[src/rtl/core/tpswrr_pkg.sv]
// Package of the two-path smooth weighted round robin scheduler.
// Holds field widths, register indexes, reset values and the control structs.
// No dependencies.
package tpswrr_pkg;

  // Default fraction width of the weights.
  localparam int FRAC_BITS_DEF = 16;

  // Field and port widths.
  localparam int SHARE_W    = 17;
  localparam int MTU_W      = 16;
  localparam int EPOCH_W    = 32;
  localparam int CFG_IDX_W  = 3;
  localparam int CFG_DATA_W = 32;
  localparam int IN_DATA_W  = 8;
  localparam int OUT_DATA_W = 40;

  // Register indexes.
  localparam logic [CFG_IDX_W-1:0] CFG_SHARE  = 3'd0;
  localparam logic [CFG_IDX_W-1:0] CFG_MTU_EN = 3'd1;
  localparam logic [CFG_IDX_W-1:0] CFG_MTU0   = 3'd2;
  localparam logic [CFG_IDX_W-1:0] CFG_MTU1   = 3'd3;
  localparam logic [CFG_IDX_W-1:0] CFG_EPOCH  = 3'd4;

  // Register reset values.
  localparam logic [SHARE_W-1:0] SHARE_RST = 17'd32768;
  localparam logic [MTU_W-1:0]   MTU_RST   = 16'd1500;
  localparam logic [EPOCH_W-1:0] EPOCH_RST = 32'd1;

  // Commands from the controller to the datapath.
  typedef struct packed {
    logic load_prod;   // register the two share-times-MTU products
    logic div_init;    // load divider remainder and divisor
    logic div_step;    // one quotient bit
    logic load_plain;  // effective weights from the unscaled share
    logic load_div;    // effective weights from the quotient
    logic do_step;     // one round robin choice into the output register
    logic clear_cur;   // the choice starts from cleared current weights
  } cmd_t;

  // Status from the datapath to the controller.
  typedef struct packed {
    logic use_div;     // MTU weighting on and divisor not zero
  } stat_t;

endpackage

[src/rtl/core/tpswrr_ctrl.sv]
// Controller of the two-path scheduler: input and output handshake,
// recompute sequencing and divider iteration count. Uses tpswrr_pkg.
module tpswrr_ctrl #(
  parameter int FRAC_BITS = 16
) (
  input  logic                 clk,
  input  logic                 rst_n,
  input  logic                 in_tvalid,
  input  logic                 in_restart,
  output logic                 in_tready,
  input  logic                 out_tready,
  output logic                 out_tvalid,
  input  tpswrr_pkg::stat_t    stat_i,
  output tpswrr_pkg::cmd_t     cmd_o
);
  import tpswrr_pkg::*;

  localparam int CNT_W = $clog2(FRAC_BITS + 1);

  typedef enum logic [3:0] {
    ST_IDLE = 4'b0001,
    ST_MUL  = 4'b0010,
    ST_DIV  = 4'b0100,
    ST_STEP = 4'b1000
  } state_t;

  state_t             state_r, state_nxt;
  logic [CNT_W-1:0]   cnt_r, cnt_nxt;
  logic               pending_r, pending_nxt;
  logic               out_valid_r, out_valid_nxt;
  logic               out_free;
  logic               accept;

  // The output register can take a new word when empty or being drained.
  assign out_free   = !out_valid_r || out_tready;
  assign in_tready  = (state_r == ST_IDLE) && out_free;
  assign accept     = in_tvalid && in_tready;
  assign out_tvalid = out_valid_r;

  // Next state and commands.
  always_comb begin
    state_nxt   = state_r;
    cnt_nxt     = cnt_r;
    pending_nxt = pending_r;
    cmd_o       = '0;
    unique case (state_r)
      ST_IDLE: begin
        if (accept) begin
          if (in_restart || pending_r) begin
            cmd_o.load_prod = 1'b1;
            pending_nxt     = 1'b0;
            state_nxt       = ST_MUL;
          end else begin
            cmd_o.do_step = 1'b1;
          end
        end
      end
      ST_MUL: begin
        if (stat_i.use_div) begin
          cmd_o.div_init = 1'b1;
          cnt_nxt        = '0;
          state_nxt      = ST_DIV;
        end else begin
          cmd_o.load_plain = 1'b1;
          state_nxt        = ST_STEP;
        end
      end
      ST_DIV: begin
        cmd_o.div_step = 1'b1;
        if (cnt_r == CNT_W'(FRAC_BITS)) begin
          cmd_o.load_div = 1'b1;
          state_nxt      = ST_STEP;
        end else begin
          cnt_nxt = cnt_r + 1'b1;
        end
      end
      ST_STEP: begin
        if (out_free) begin
          cmd_o.do_step   = 1'b1;
          cmd_o.clear_cur = 1'b1;
          state_nxt       = ST_IDLE;
        end
      end
      default: begin
        state_nxt = ST_IDLE;
      end
    endcase
  end

  // Output valid follows a choice and clears when the word is taken.
  always_comb begin
    if (cmd_o.do_step) begin
      out_valid_nxt = 1'b1;
    end else if (out_tready) begin
      out_valid_nxt = 1'b0;
    end else begin
      out_valid_nxt = out_valid_r;
    end
  end

  always_ff @(posedge clk) begin
    if (!rst_n) begin
      state_r     <= ST_IDLE;
      cnt_r       <= '0;
      pending_r   <= 1'b1;
      out_valid_r <= 1'b0;
    end else begin
      state_r     <= state_nxt;
      cnt_r       <= cnt_nxt;
      pending_r   <= pending_nxt;
      out_valid_r <= out_valid_nxt;
    end
  end

endmodule

[src/rtl/core/tpswrr_dp.sv]
// Datapath of the two-path scheduler: configuration registers, product
// registers, restoring divider, weights and output word. Uses tpswrr_pkg.
module tpswrr_dp #(
  parameter int FRAC_BITS = 16
) (
  input  logic                                clk,
  input  logic                                rst_n,
  input  logic                                cfg_we_i,
  input  logic [tpswrr_pkg::CFG_IDX_W-1:0]    cfg_index_i,
  input  logic [tpswrr_pkg::CFG_DATA_W-1:0]   cfg_data_i,
  input  tpswrr_pkg::cmd_t                    cmd_i,
  output tpswrr_pkg::stat_t                   stat_o,
  output logic                                path_o,
  output logic [tpswrr_pkg::EPOCH_W-1:0]      epoch_o
);
  import tpswrr_pkg::*;

  localparam int EW = FRAC_BITS + 1;                  // effective weight, quotient
  localparam int CW = FRAC_BITS + 3;                  // signed current weight
  localparam int MW = (SHARE_W > EW) ? SHARE_W : EW;  // share compare width
  localparam int PW = EW + MTU_W;                     // product width
  localparam int DW = PW + 1;                         // divisor width
  localparam int RW = DW + 1;                         // remainder width
  localparam logic [EW-1:0] ONE = {1'b1, {FRAC_BITS{1'b0}}};

  logic [SHARE_W-1:0]    share_r;
  logic                  mtu_en_r;
  logic [MTU_W-1:0]      mtu0_r, mtu1_r;
  logic [EPOCH_W-1:0]    epoch_r;

  logic [EW-1:0]         x;
  logic [PW-1:0]         p1_r, p2_r;
  logic [DW-1:0]         den;
  logic [DW-1:0]         den_r;
  logic [RW-1:0]         rem_r, rem_nxt, rem_sub;
  logic [EW-1:0]         q_r, q_nxt;
  logic                  ge;
  logic [EW-1:0]         eff0_r, eff1_r;
  logic signed [CW-1:0]  cur0_r, cur1_r;
  logic signed [CW-1:0]  e0_s, e1_s, a0, a1, one_s;
  logic                  sel;
  logic                  path_r;
  logic [EPOCH_W-1:0]    epoch_out_r;

  // Configuration registers; writes beyond the list are dropped.
  always_ff @(posedge clk) begin
    if (!rst_n) begin
      share_r  <= SHARE_RST;
      mtu_en_r <= 1'b0;
      mtu0_r   <= MTU_RST;
      mtu1_r   <= MTU_RST;
      epoch_r  <= EPOCH_RST;
    end else if (cfg_we_i) begin
      unique case (cfg_index_i)
        CFG_SHARE:  share_r  <= cfg_data_i[SHARE_W-1:0];
        CFG_MTU_EN: mtu_en_r <= cfg_data_i[0];
        CFG_MTU0:   mtu0_r   <= cfg_data_i[MTU_W-1:0];
        CFG_MTU1:   mtu1_r   <= cfg_data_i[MTU_W-1:0];
        CFG_EPOCH:  epoch_r  <= cfg_data_i[EPOCH_W-1:0];
        default: ;
      endcase
    end
  end

  // Share saturated to one unit.
  assign x = (MW'(share_r) > MW'(ONE)) ? ONE : EW'(MW'(share_r));

  // Products of the share terms and the MTUs.
  always_ff @(posedge clk) begin
    if (cmd_i.load_prod) begin
      p1_r <= PW'(x) * PW'(mtu1_r);
      p2_r <= PW'(ONE - x) * PW'(mtu0_r);
    end
  end

  assign den            = DW'(p1_r) + DW'(p2_r);
  assign stat_o.use_div = mtu_en_r && (den != '0);

  // Restoring division, one quotient bit a cycle, most significant first.
  assign ge      = rem_r >= RW'(den_r);
  assign rem_sub = ge ? (rem_r - RW'(den_r)) : rem_r;
  assign rem_nxt = rem_sub << 1;
  assign q_nxt   = {q_r[EW-2:0], ge};

  always_ff @(posedge clk) begin
    if (cmd_i.div_init) begin
      rem_r <= RW'(p1_r);
      den_r <= den;
      q_r   <= '0;
    end else if (cmd_i.div_step) begin
      rem_r <= rem_nxt;
      q_r   <= q_nxt;
    end
  end

  // Round robin choice; path 0 wins ties.
  assign e0_s  = $signed(CW'(eff0_r));
  assign e1_s  = $signed(CW'(eff1_r));
  assign one_s = $signed(CW'(ONE));
  assign a0    = cmd_i.clear_cur ? e0_s : (cur0_r + e0_s);
  assign a1    = cmd_i.clear_cur ? e1_s : (cur1_r + e1_s);
  assign sel   = a1 > a0;

  // Weights.
  always_ff @(posedge clk) begin
    if (!rst_n) begin
      eff0_r <= '0;
      eff1_r <= '0;
      cur0_r <= '0;
      cur1_r <= '0;
    end else begin
      if (cmd_i.load_plain) begin
        eff0_r <= x;
        eff1_r <= ONE - x;
      end else if (cmd_i.load_div) begin
        eff0_r <= q_nxt;
        eff1_r <= ONE - q_nxt;
      end
      if (cmd_i.do_step) begin
        cur0_r <= sel ? a0 : (a0 - one_s);
        cur1_r <= sel ? (a1 - one_s) : a1;
      end
    end
  end

  // Output word.
  always_ff @(posedge clk) begin
    if (cmd_i.do_step) begin
      path_r      <= sel;
      epoch_out_r <= epoch_r;
    end
  end

  assign path_o  = path_r;
  assign epoch_o = epoch_out_r;

endmodule

[src/rtl/core/two_path_smooth_wrr_scheduler.sv]
// Top level of the two-path smooth weighted round robin scheduler.
// Instantiates tpswrr_ctrl and tpswrr_dp; uses tpswrr_pkg.
//
// Each word on the in_ stream is one send request; each word on the out_
// stream is the path chosen for it together with the epoch register.
// Registers are written over the cfg_ port, which is always ready; new
// share and MTU values take effect at the next recompute, the epoch at the
// next choice. A request without restart gives its result in the cycle
// after acceptance, and such requests are taken one per cycle as long as
// the receiver keeps up. The first request after reset and every request
// with restart set recompute the effective weights: the products are
// registered, then the weights load from the unscaled share without MTU
// weighting or with a zero divisor, else from the restoring divider that
// forms one quotient bit per cycle. No request is taken during a recompute.
// The output register holds its word while out_tready is low; a new
// request is accepted in the cycle the held word is taken.
// Reset (rst_n low, synchronous) restores the register defaults, clears
// the weights and marks the weights for recompute on the first request.
module two_path_smooth_wrr_scheduler #(
  parameter int FRAC_BITS = tpswrr_pkg::FRAC_BITS_DEF
) (
  input  logic                                clk,
  input  logic                                rst_n,
  input  logic                                in_tvalid,
  output logic                                in_tready,
  input  logic [tpswrr_pkg::IN_DATA_W-1:0]    in_tdata,    // [0] restart
  output logic                                out_tvalid,
  input  logic                                out_tready,
  output logic [tpswrr_pkg::OUT_DATA_W-1:0]   out_tdata,   // [0] path, [32:1] epoch_out
  input  logic                                cfg_valid,
  output logic                                cfg_ready,
  input  logic [tpswrr_pkg::CFG_IDX_W-1:0]    cfg_index,
  input  logic [tpswrr_pkg::CFG_DATA_W-1:0]   cfg_data
);
  import tpswrr_pkg::*;

  cmd_t                cmd;
  stat_t               stat;
  logic                path;
  logic [EPOCH_W-1:0]  epoch_out;

  assign cfg_ready = 1'b1;

  tpswrr_ctrl #(
    .FRAC_BITS (FRAC_BITS)
  ) u_ctrl (
    .clk        (clk),
    .rst_n      (rst_n),
    .in_tvalid  (in_tvalid),
    .in_restart (in_tdata[0]),
    .in_tready  (in_tready),
    .out_tready (out_tready),
    .out_tvalid (out_tvalid),
    .stat_i     (stat),
    .cmd_o      (cmd)
  );

  tpswrr_dp #(
    .FRAC_BITS (FRAC_BITS)
  ) u_dp (
    .clk         (clk),
    .rst_n       (rst_n),
    .cfg_we_i    (cfg_valid && cfg_ready),
    .cfg_index_i (cfg_index),
    .cfg_data_i  (cfg_data),
    .cmd_i       (cmd),
    .stat_o      (stat),
    .path_o      (path),
    .epoch_o     (epoch_out)
  );

  // Pack the result word, zero padded to whole bytes.
  assign out_tdata = OUT_DATA_W'({epoch_out, path});

endmodule

[config.mk]
export PLATFORM = sky130hd
export DESIGN_NAME = two_path_smooth_wrr_scheduler
export DESIGN_NICKNAME = d
export VERILOG_FILES = /design/src/rtl/core/tpswrr_pkg.sv /design/src/rtl/core/tpswrr_ctrl.sv /design/src/rtl/core/tpswrr_dp.sv /design/src/rtl/core/two_path_smooth_wrr_scheduler.sv
export SDC_FILE = /design/constraint.sdc
export NUM_CORES = 2
export LEC_CHECK = 0
export ABC_AREA = 1
export BUFFER_PORTS_ARGS = -buffer_cell sky130_fd_sc_hd__buf_2
export CAP_MARGIN = 5
export CELL_PAD_IN_SITES_DETAIL_PLACEMENT = 1
export CELL_PAD_IN_SITES_GLOBAL_PLACEMENT = 1
export CORE_UTILIZATION = 40
export DETAILED_ROUTE_END_ITERATION = 7
export GPL_ROUTABILITY_DRIVEN = 1
export PLACE_DENSITY = 0.71
export SLEW_MARGIN = 20
export SYNTH_ARGS = -nofsm -noshare
export SYNTH_HDL_FRONTEND = slang
export SYNTH_SLANG_ARGS = --single-unit
[constraint.sdc]
create_clock -name clk -period 8.6 [get_ports clk]
set_input_delay 1.72 -clock clk [delete_from_list [all_inputs] [get_ports clk]]
set_output_delay 1.72 -clock clk [all_outputs]
set_load 0.02 [all_outputs]
== Word-level counts from Yosys, hierarchy flattened ==
Cells that the tools add are included.
Widths: inputs -> output; s select.
Storage, ports and cells
  output and inout port bits: 43
  bits in registers: 349
  word-level logic and storage cells: 109
Cells by class
  equal/unequal tests: 15
  multiply operators: 2
  reduce and logical (&&, ||, !) cells: 20
  order comparisons: 3
  add/subtract/negate cells: 10
  mux-type cells: 38
Operators by type and width (number)
  $mux 17: 5
  $mux 19: 4
  $mux 33: 2
  $add 19x18->19: 2
  $sub 19x18->19 const B: 2
  $ge 35x34->1: 1
  $add 33x33->34: 1
  $mux 34: 1
  $reduce_bool 34->1: 1
  $sub 17x17->17 const A: 2
  $sub 34x34->34: 1
  $mul 17x16->33: 1
  $mul 33x16->33: 1
  $mux 4: 5
  $gt 19x19->1: 1
  $sub 17x17->18 const A: 1
  $gt 17x17->1 const B: 1
  $pmux 4 s4: 1
  $mux 1: 15
  $mux 5: 2
  $pmux 5 s2: 1
  $reduce_and 2->1: 5
  $reduce_bool 2->1: 4
  $eq 3x2->1 const B: 2
  18 further kinds: 26

== Logic depth before layout (Yosys ltp) ==
  word-level depth: 7
  gate-level depth with buffers: 46

== Modules after synthesis ==
Synthesis repeated with hierarchy kept, for this count alone.
Second synthesis, totals
  cell total of the unflattened synthesis: 5341
  area, all modules: 40674.0 µm²
Modules (own cells, without submodules)
  tpswrr_dp: seq. area each 8408.1 µm², cells each 5224, area each 39928.3 µm², instances 1
  tpswrr_ctrl: seq. area each 220.2 µm², cells each 106, area each 670.6 µm², instances 1
  two_path_smooth_wrr_scheduler: seq. area each 0.0 µm², cells each 11, area each 75.1 µm², instances 1

== Least setup slack after synthesis ==
No wires, ideal clock.
  kind: register to register
  from: reg u_dp.share_r[0]
  to: reg u_dp.p2_r[29] (data pin)
  path slack: 0.954 ns
  setup time: 0.262 ns
  cell stages (with the launch flop): 36
  data required time: 8.338 ns
  path buffers: 2
  period minus slack after synthesis: 7.646 ns
  arrival: 7.384 ns
  cells stage by stage: dfxtp_1 -> nor4_1 -> nand4_1 -> and2_1 -> inv_1 -> nand2_2 -> buf_1 -> ha_1 -> nand3_1 -> nor2_1 -> nand4_1 -> nor2_1 -> nand3_1 -> nand2_1 -> nand2_1 -> inv_1 -> clkbuf_1 -> nand2_1 -> fa_1 -> fa_1 -> fa_1 -> inv_1 -> fa_1 -> fa_1 -> inv_1 -> fa_1 -> inv_1 -> ha_1 -> a21oi_1 -> a21boi_0 -> o21ai_1 -> a21oi_1 -> o21ai_1 -> a21boi_0 -> o21bai_1 -> xor2_1
Between the ends
  longest elaborated chain between the ends: 4
Ends and longest elaborated chain
  start, declared: line tpswrr_dp.sv:26  | logic [SHARE_W-1:0] share_r;
  start signal, assigned: line tpswrr_dp.sv:55  | CFG_SHARE: share_r <= cfg_data_i[SHARE_W-1:0];
  $gt 17x17->1: line tpswrr_dp.sv:66  | assign x = (MW'(share_r) > MW'(ONE)) ? ONE : EW'(MW'(share_r));
  $mux 17 *: line tpswrr_dp.sv:66
  $sub 17x17->18 *: line tpswrr_dp.sv:72  | p2_r <= PW'(ONE - x) * PW'(mtu0_r);
  $mul 33x16->33 *: line tpswrr_dp.sv:72
  end signal, assigned: line tpswrr_dp.sv:72
  end, declared: line tpswrr_dp.sv:32  | logic [PW-1:0] p1_r, p2_r;
Mark *: on every way between the ends. The rest lies on a longest branch, timed or not.
A chain may end at the register's enable or synchronous reset.

== Final worst setup path ==
  from: reg u_dp.share_r[0]
  to: reg u_dp.p1_r[31] (data pin)
Between the ends
  longest elaborated chain between the ends: 3
Ends and longest elaborated chain
  $gt 17x17->1: line tpswrr_dp.sv:66
  $mux 17 *: line tpswrr_dp.sv:66
  $mul 17x16->33 *: line tpswrr_dp.sv:71  | p1_r <= PW'(x) * PW'(mtu1_r);
  end signal, assigned: line tpswrr_dp.sv:71
  end, declared: line tpswrr_dp.sv:32
Marks and branches as above.

==> metrics.md <==
| Metric | Value |
|---|---|
| Synth top cells by count | `nand2_1, inv_1, nor2_1` |
| Starting DRT DRC Count | `about 1,700` |
| Placed Area | `40,800 µm²` |
| Clk_lat worst skew | `about 0.62 ns` |
| Sequential area share after synthesis | `between 20 and 25%` |
| Library cells used by synthesis | `54` |
| Met3 Wirelength | `~4800 µm` |
| Post-synth ARST share | `0%` |
| Fin Clk Skew | `approximately 0.039 ns` |
| Ys flop type | `dfxtp_1` |
| Top Layer Used | `met5` |
| Fin. max-slew vios | `0` |
| Routed wire length | `around 120,000 µm` |
| Ports | `91` |
| CP required | `~8.9 ns` |
| Maxcap violations | `0` |
| Synthesis-stage register bit count | `roughly 350` |
| Most numerous cell in the Yosys netlist | `nand2_1` |
| Die Area | `a little under 100,000 µm²` |
| Fin nets | `roughly 5,800` |
| Global-route wire length before repair | `190,000 µm` |
| Synth top area share | `~26%` |
| Area growth syn-to-layout | `9.59%` |
| Hold Path Class | `flip-flop to flip-flop` |
| Residual DRC | `0` |
| Slowest cell delay on critical path | `approximately 0.56 ns` |
| Post-route ant nets | `0` |
| Die width | `roughly 310 µm` |
| WL met1 | `~53,000 µm` |
| Hold buffers post-CTS | `0` |
| Power density cells | `approximately 430 nW/µm²` |
| Initial Utilization | `around two fifths` |
| CTS Buffer Depth | `3` |
| Gr usage total | `between 20% and 30%` |
| Top post-synthesis cells by area | `fa_1, edfxtp_1, nand2_1` |
| Post-synthesis cell count | `approximately 4,900` |
| Vias per inst | `5.13` |
| Crit start category | `flip-flop` |
| Pwr Total | `18.0 mW` |
| Clock Tree Root | `clkbuf_16` |
| Crit path time final | `a little over 8 ns` |
| CTS tree | `yes` |
| I/O Buffers | `75` |
| F_max | `123 MHz` |
| H-tree levels | `2` |
| DR vias | `32,200` |
| Post-synth EDFFs | `approximately 170` |
| Grt ovf | `0` |
| Period utilization | `94.5%` |
| Critical path's slowest cell | `fa_1` |
| Yosys warning count | `0` |
| Clock buffer count from CTS | `between 40 and 50` |
| Largest net degree at the start of global routing | `75` |
| Cell Area, Synth | `~39,000 µm²` |
| Final hold vios | `0` |
| Setup violators final | `0` |
| Vias in the first global route | `34,400` |
| Hold Slack | `between 0.4 and 0.5 ns` |
| Final instance area | `about 42,000 µm²` |
| Row count | `113` |
| Placed insts | `6,188` |
| Setup CP Type | `flip-flop to flip-flop` |
| Drt first pass iters | `5` |
| Worst Max-Slew Pin Slew | `~1.1 ns` |
| Layout cells sized above 1 | `under 10%` |
| Crit path capture type | `flip-flop` |
| Core box area | `~95,000 µm²` |
| Avg Inst Size Synth | `approximately 7.9 µm²` |
| CTS clk-pin slew, worst paths | `~0.060 ns` |
| Status | `finished clean` |
| Critical Path Fanout Max | `10` |
| Initial antenna violation count | `2` |
| VDD IR max | `532 µV` |
| Post-synth top area cell | `fa_1` |
| Layout Cells excl Fill | `roughly 6,300` |
| Leakage power | `approximately 21 nW` |
| Per-cell routed wire length | `19.3 µm` |
| Die Ht | `between 300 and 400 µm` |
| Pre-CTS WS | `around 0.15 ns` |
| DPL Wire Length | `99,400 µm` |
| Sink Count | `348` |
| Final WS setup | `between 0.4 and 0.5 ns` |
| Routed met2 length | `58,900 µm` |
| Arrival @ worst endpoint | `between 8 and 9 ns` |
| Slew HR | `between 20% and 30%` |
| Placer congestion estimate | `just over 0.9` |
## kinds of logic (layout without fill, tap and decap cells)
| kind of cell | count (synthesis) | in the layout | share of synthesized area [%] |
|---|---|---|---|
| compound gates | 642 | 642 | 9.20 |
| xor+xnor | 134 | 134 | 3.04 |
| fa+ha+maj | 793 | 793 | 35.3 |
| buf+inv | 1144 | 1240 | 11.2 |
| flops | 348 | 348 | 22.3 |
| other cells | 2 | 51 | 0.0194 |
| simple gates | 1805 | 1805 | 18.8 |
## where the power goes
part | switching (mW) | total (mW) | internal [mW]
registers | 0.204 | 2.85 | 2.65
logic | 8.13 | 13.3 | 5.16
clock network | 0.820 | 1.85 | 1.03
## per-layer routing
| layer | vias up | global-route usage [%] |
|---|---|---|
| met5 | - | 0 |
| met4 | 4 | 9.69 |
| met3 | 219 | 2.59 |
| met2 | 606 | 42.9 |
| met1 | 16100 | 32.0 |
| li1 | 15200 | - |
## placed cells by master, fill, tap and decap left out, drive strengths merged, types with 2 or more instances in the layout
master / instances
conb: 50
edfxtp: 166
dfxtp: 182
o21a: 11
o221ai: 3
a211oi: 3
nand3: 108
nor3: 21
fa: 496
a221oi: 2
a21oi: 242
nand4: 40
nor3b: 3
o21bai: 23
nand3b: 4
ha: 297
nor4: 14
xnor2: 54
a31oi: 39
buf: 166
a22oi: 17
o31ai: 3
inv: 984
clkinvlp: 4
xor2: 80
o21ai: 251
or2: 7
clkbuf: 55
a21o: 9
nand2: 1067
nor2: 530
o211ai: 25
and2: 10
clkinv: 30
a21boi: 10
## path summary, 6_finish.rpt
| path | from | to | slack, ns | depth (start not counted) |
|---|---|---|---|---|
| hold reg to reg | u_dp.epoch_r[20] | u_dp.epoch_o[20] | 0.43 | 0 |
| hold / removal | u_dp.epoch_r[20] | u_dp.epoch_o[20] | 0.43 | 0 |
| setup reg to reg | u_dp.share_r[0] | u_dp.p1_r[31] | 0.47 | 34 |
| setup / recovery | u_dp.share_r[0] | u_dp.p1_r[31] | 0.47 | 34 |
## stage by stage
stage               TNS [ns]  util (%)
floorplan                  0         -
global placement           0      42.8
detailed placement         0      42.8
CTS                        0      44.3
global route        -0.00633      44.4
finish                     0      44.4
## worst max-delay path: cells and delay by family, from the launching register on
family          cells  cell delay (ns)
xor+xnor            1             0.17
flops               1             0.33
buf+inv            10             1.13
compound gates      8             1.55
fa+ha+maj           7             3.39
simple gates        8             1.27
## sequential cells by signal, indices dropped and copies added, names as in the netlist, 17 cells and up
register      count
u_dp.p1_r        33
u_dp.cur0_r      19
u_dp.cur1_r      19
u_dp.den_r       34
u_dp.epoch_o     32
u_dp.share_r     17
u_dp.eff1_r      17
u_dp.rem_r       35
u_dp.epoch_r     32
u_dp.p2_r        33
## final cells by class
type	instances	area [µm²]
Tap cell	1265	1580
Sequential cell	348	8630
Clock buffer	55	1190
Inverter	994	3740
Antenna cell	1	2.50
Clock inverter	25	201
Fill cell	11700	53000
Timing Repair Buffer	166	1080
Multi-Input combinational cell	3424	25900
## timing repair
item,CTS,global route
setup endpoints to repair,0,15
endpoints found under the hold margin,0,0
gates resized for setup,0,22
buffers inserted,0,9
Note: power is estimated with default switching activity, not from simulation.
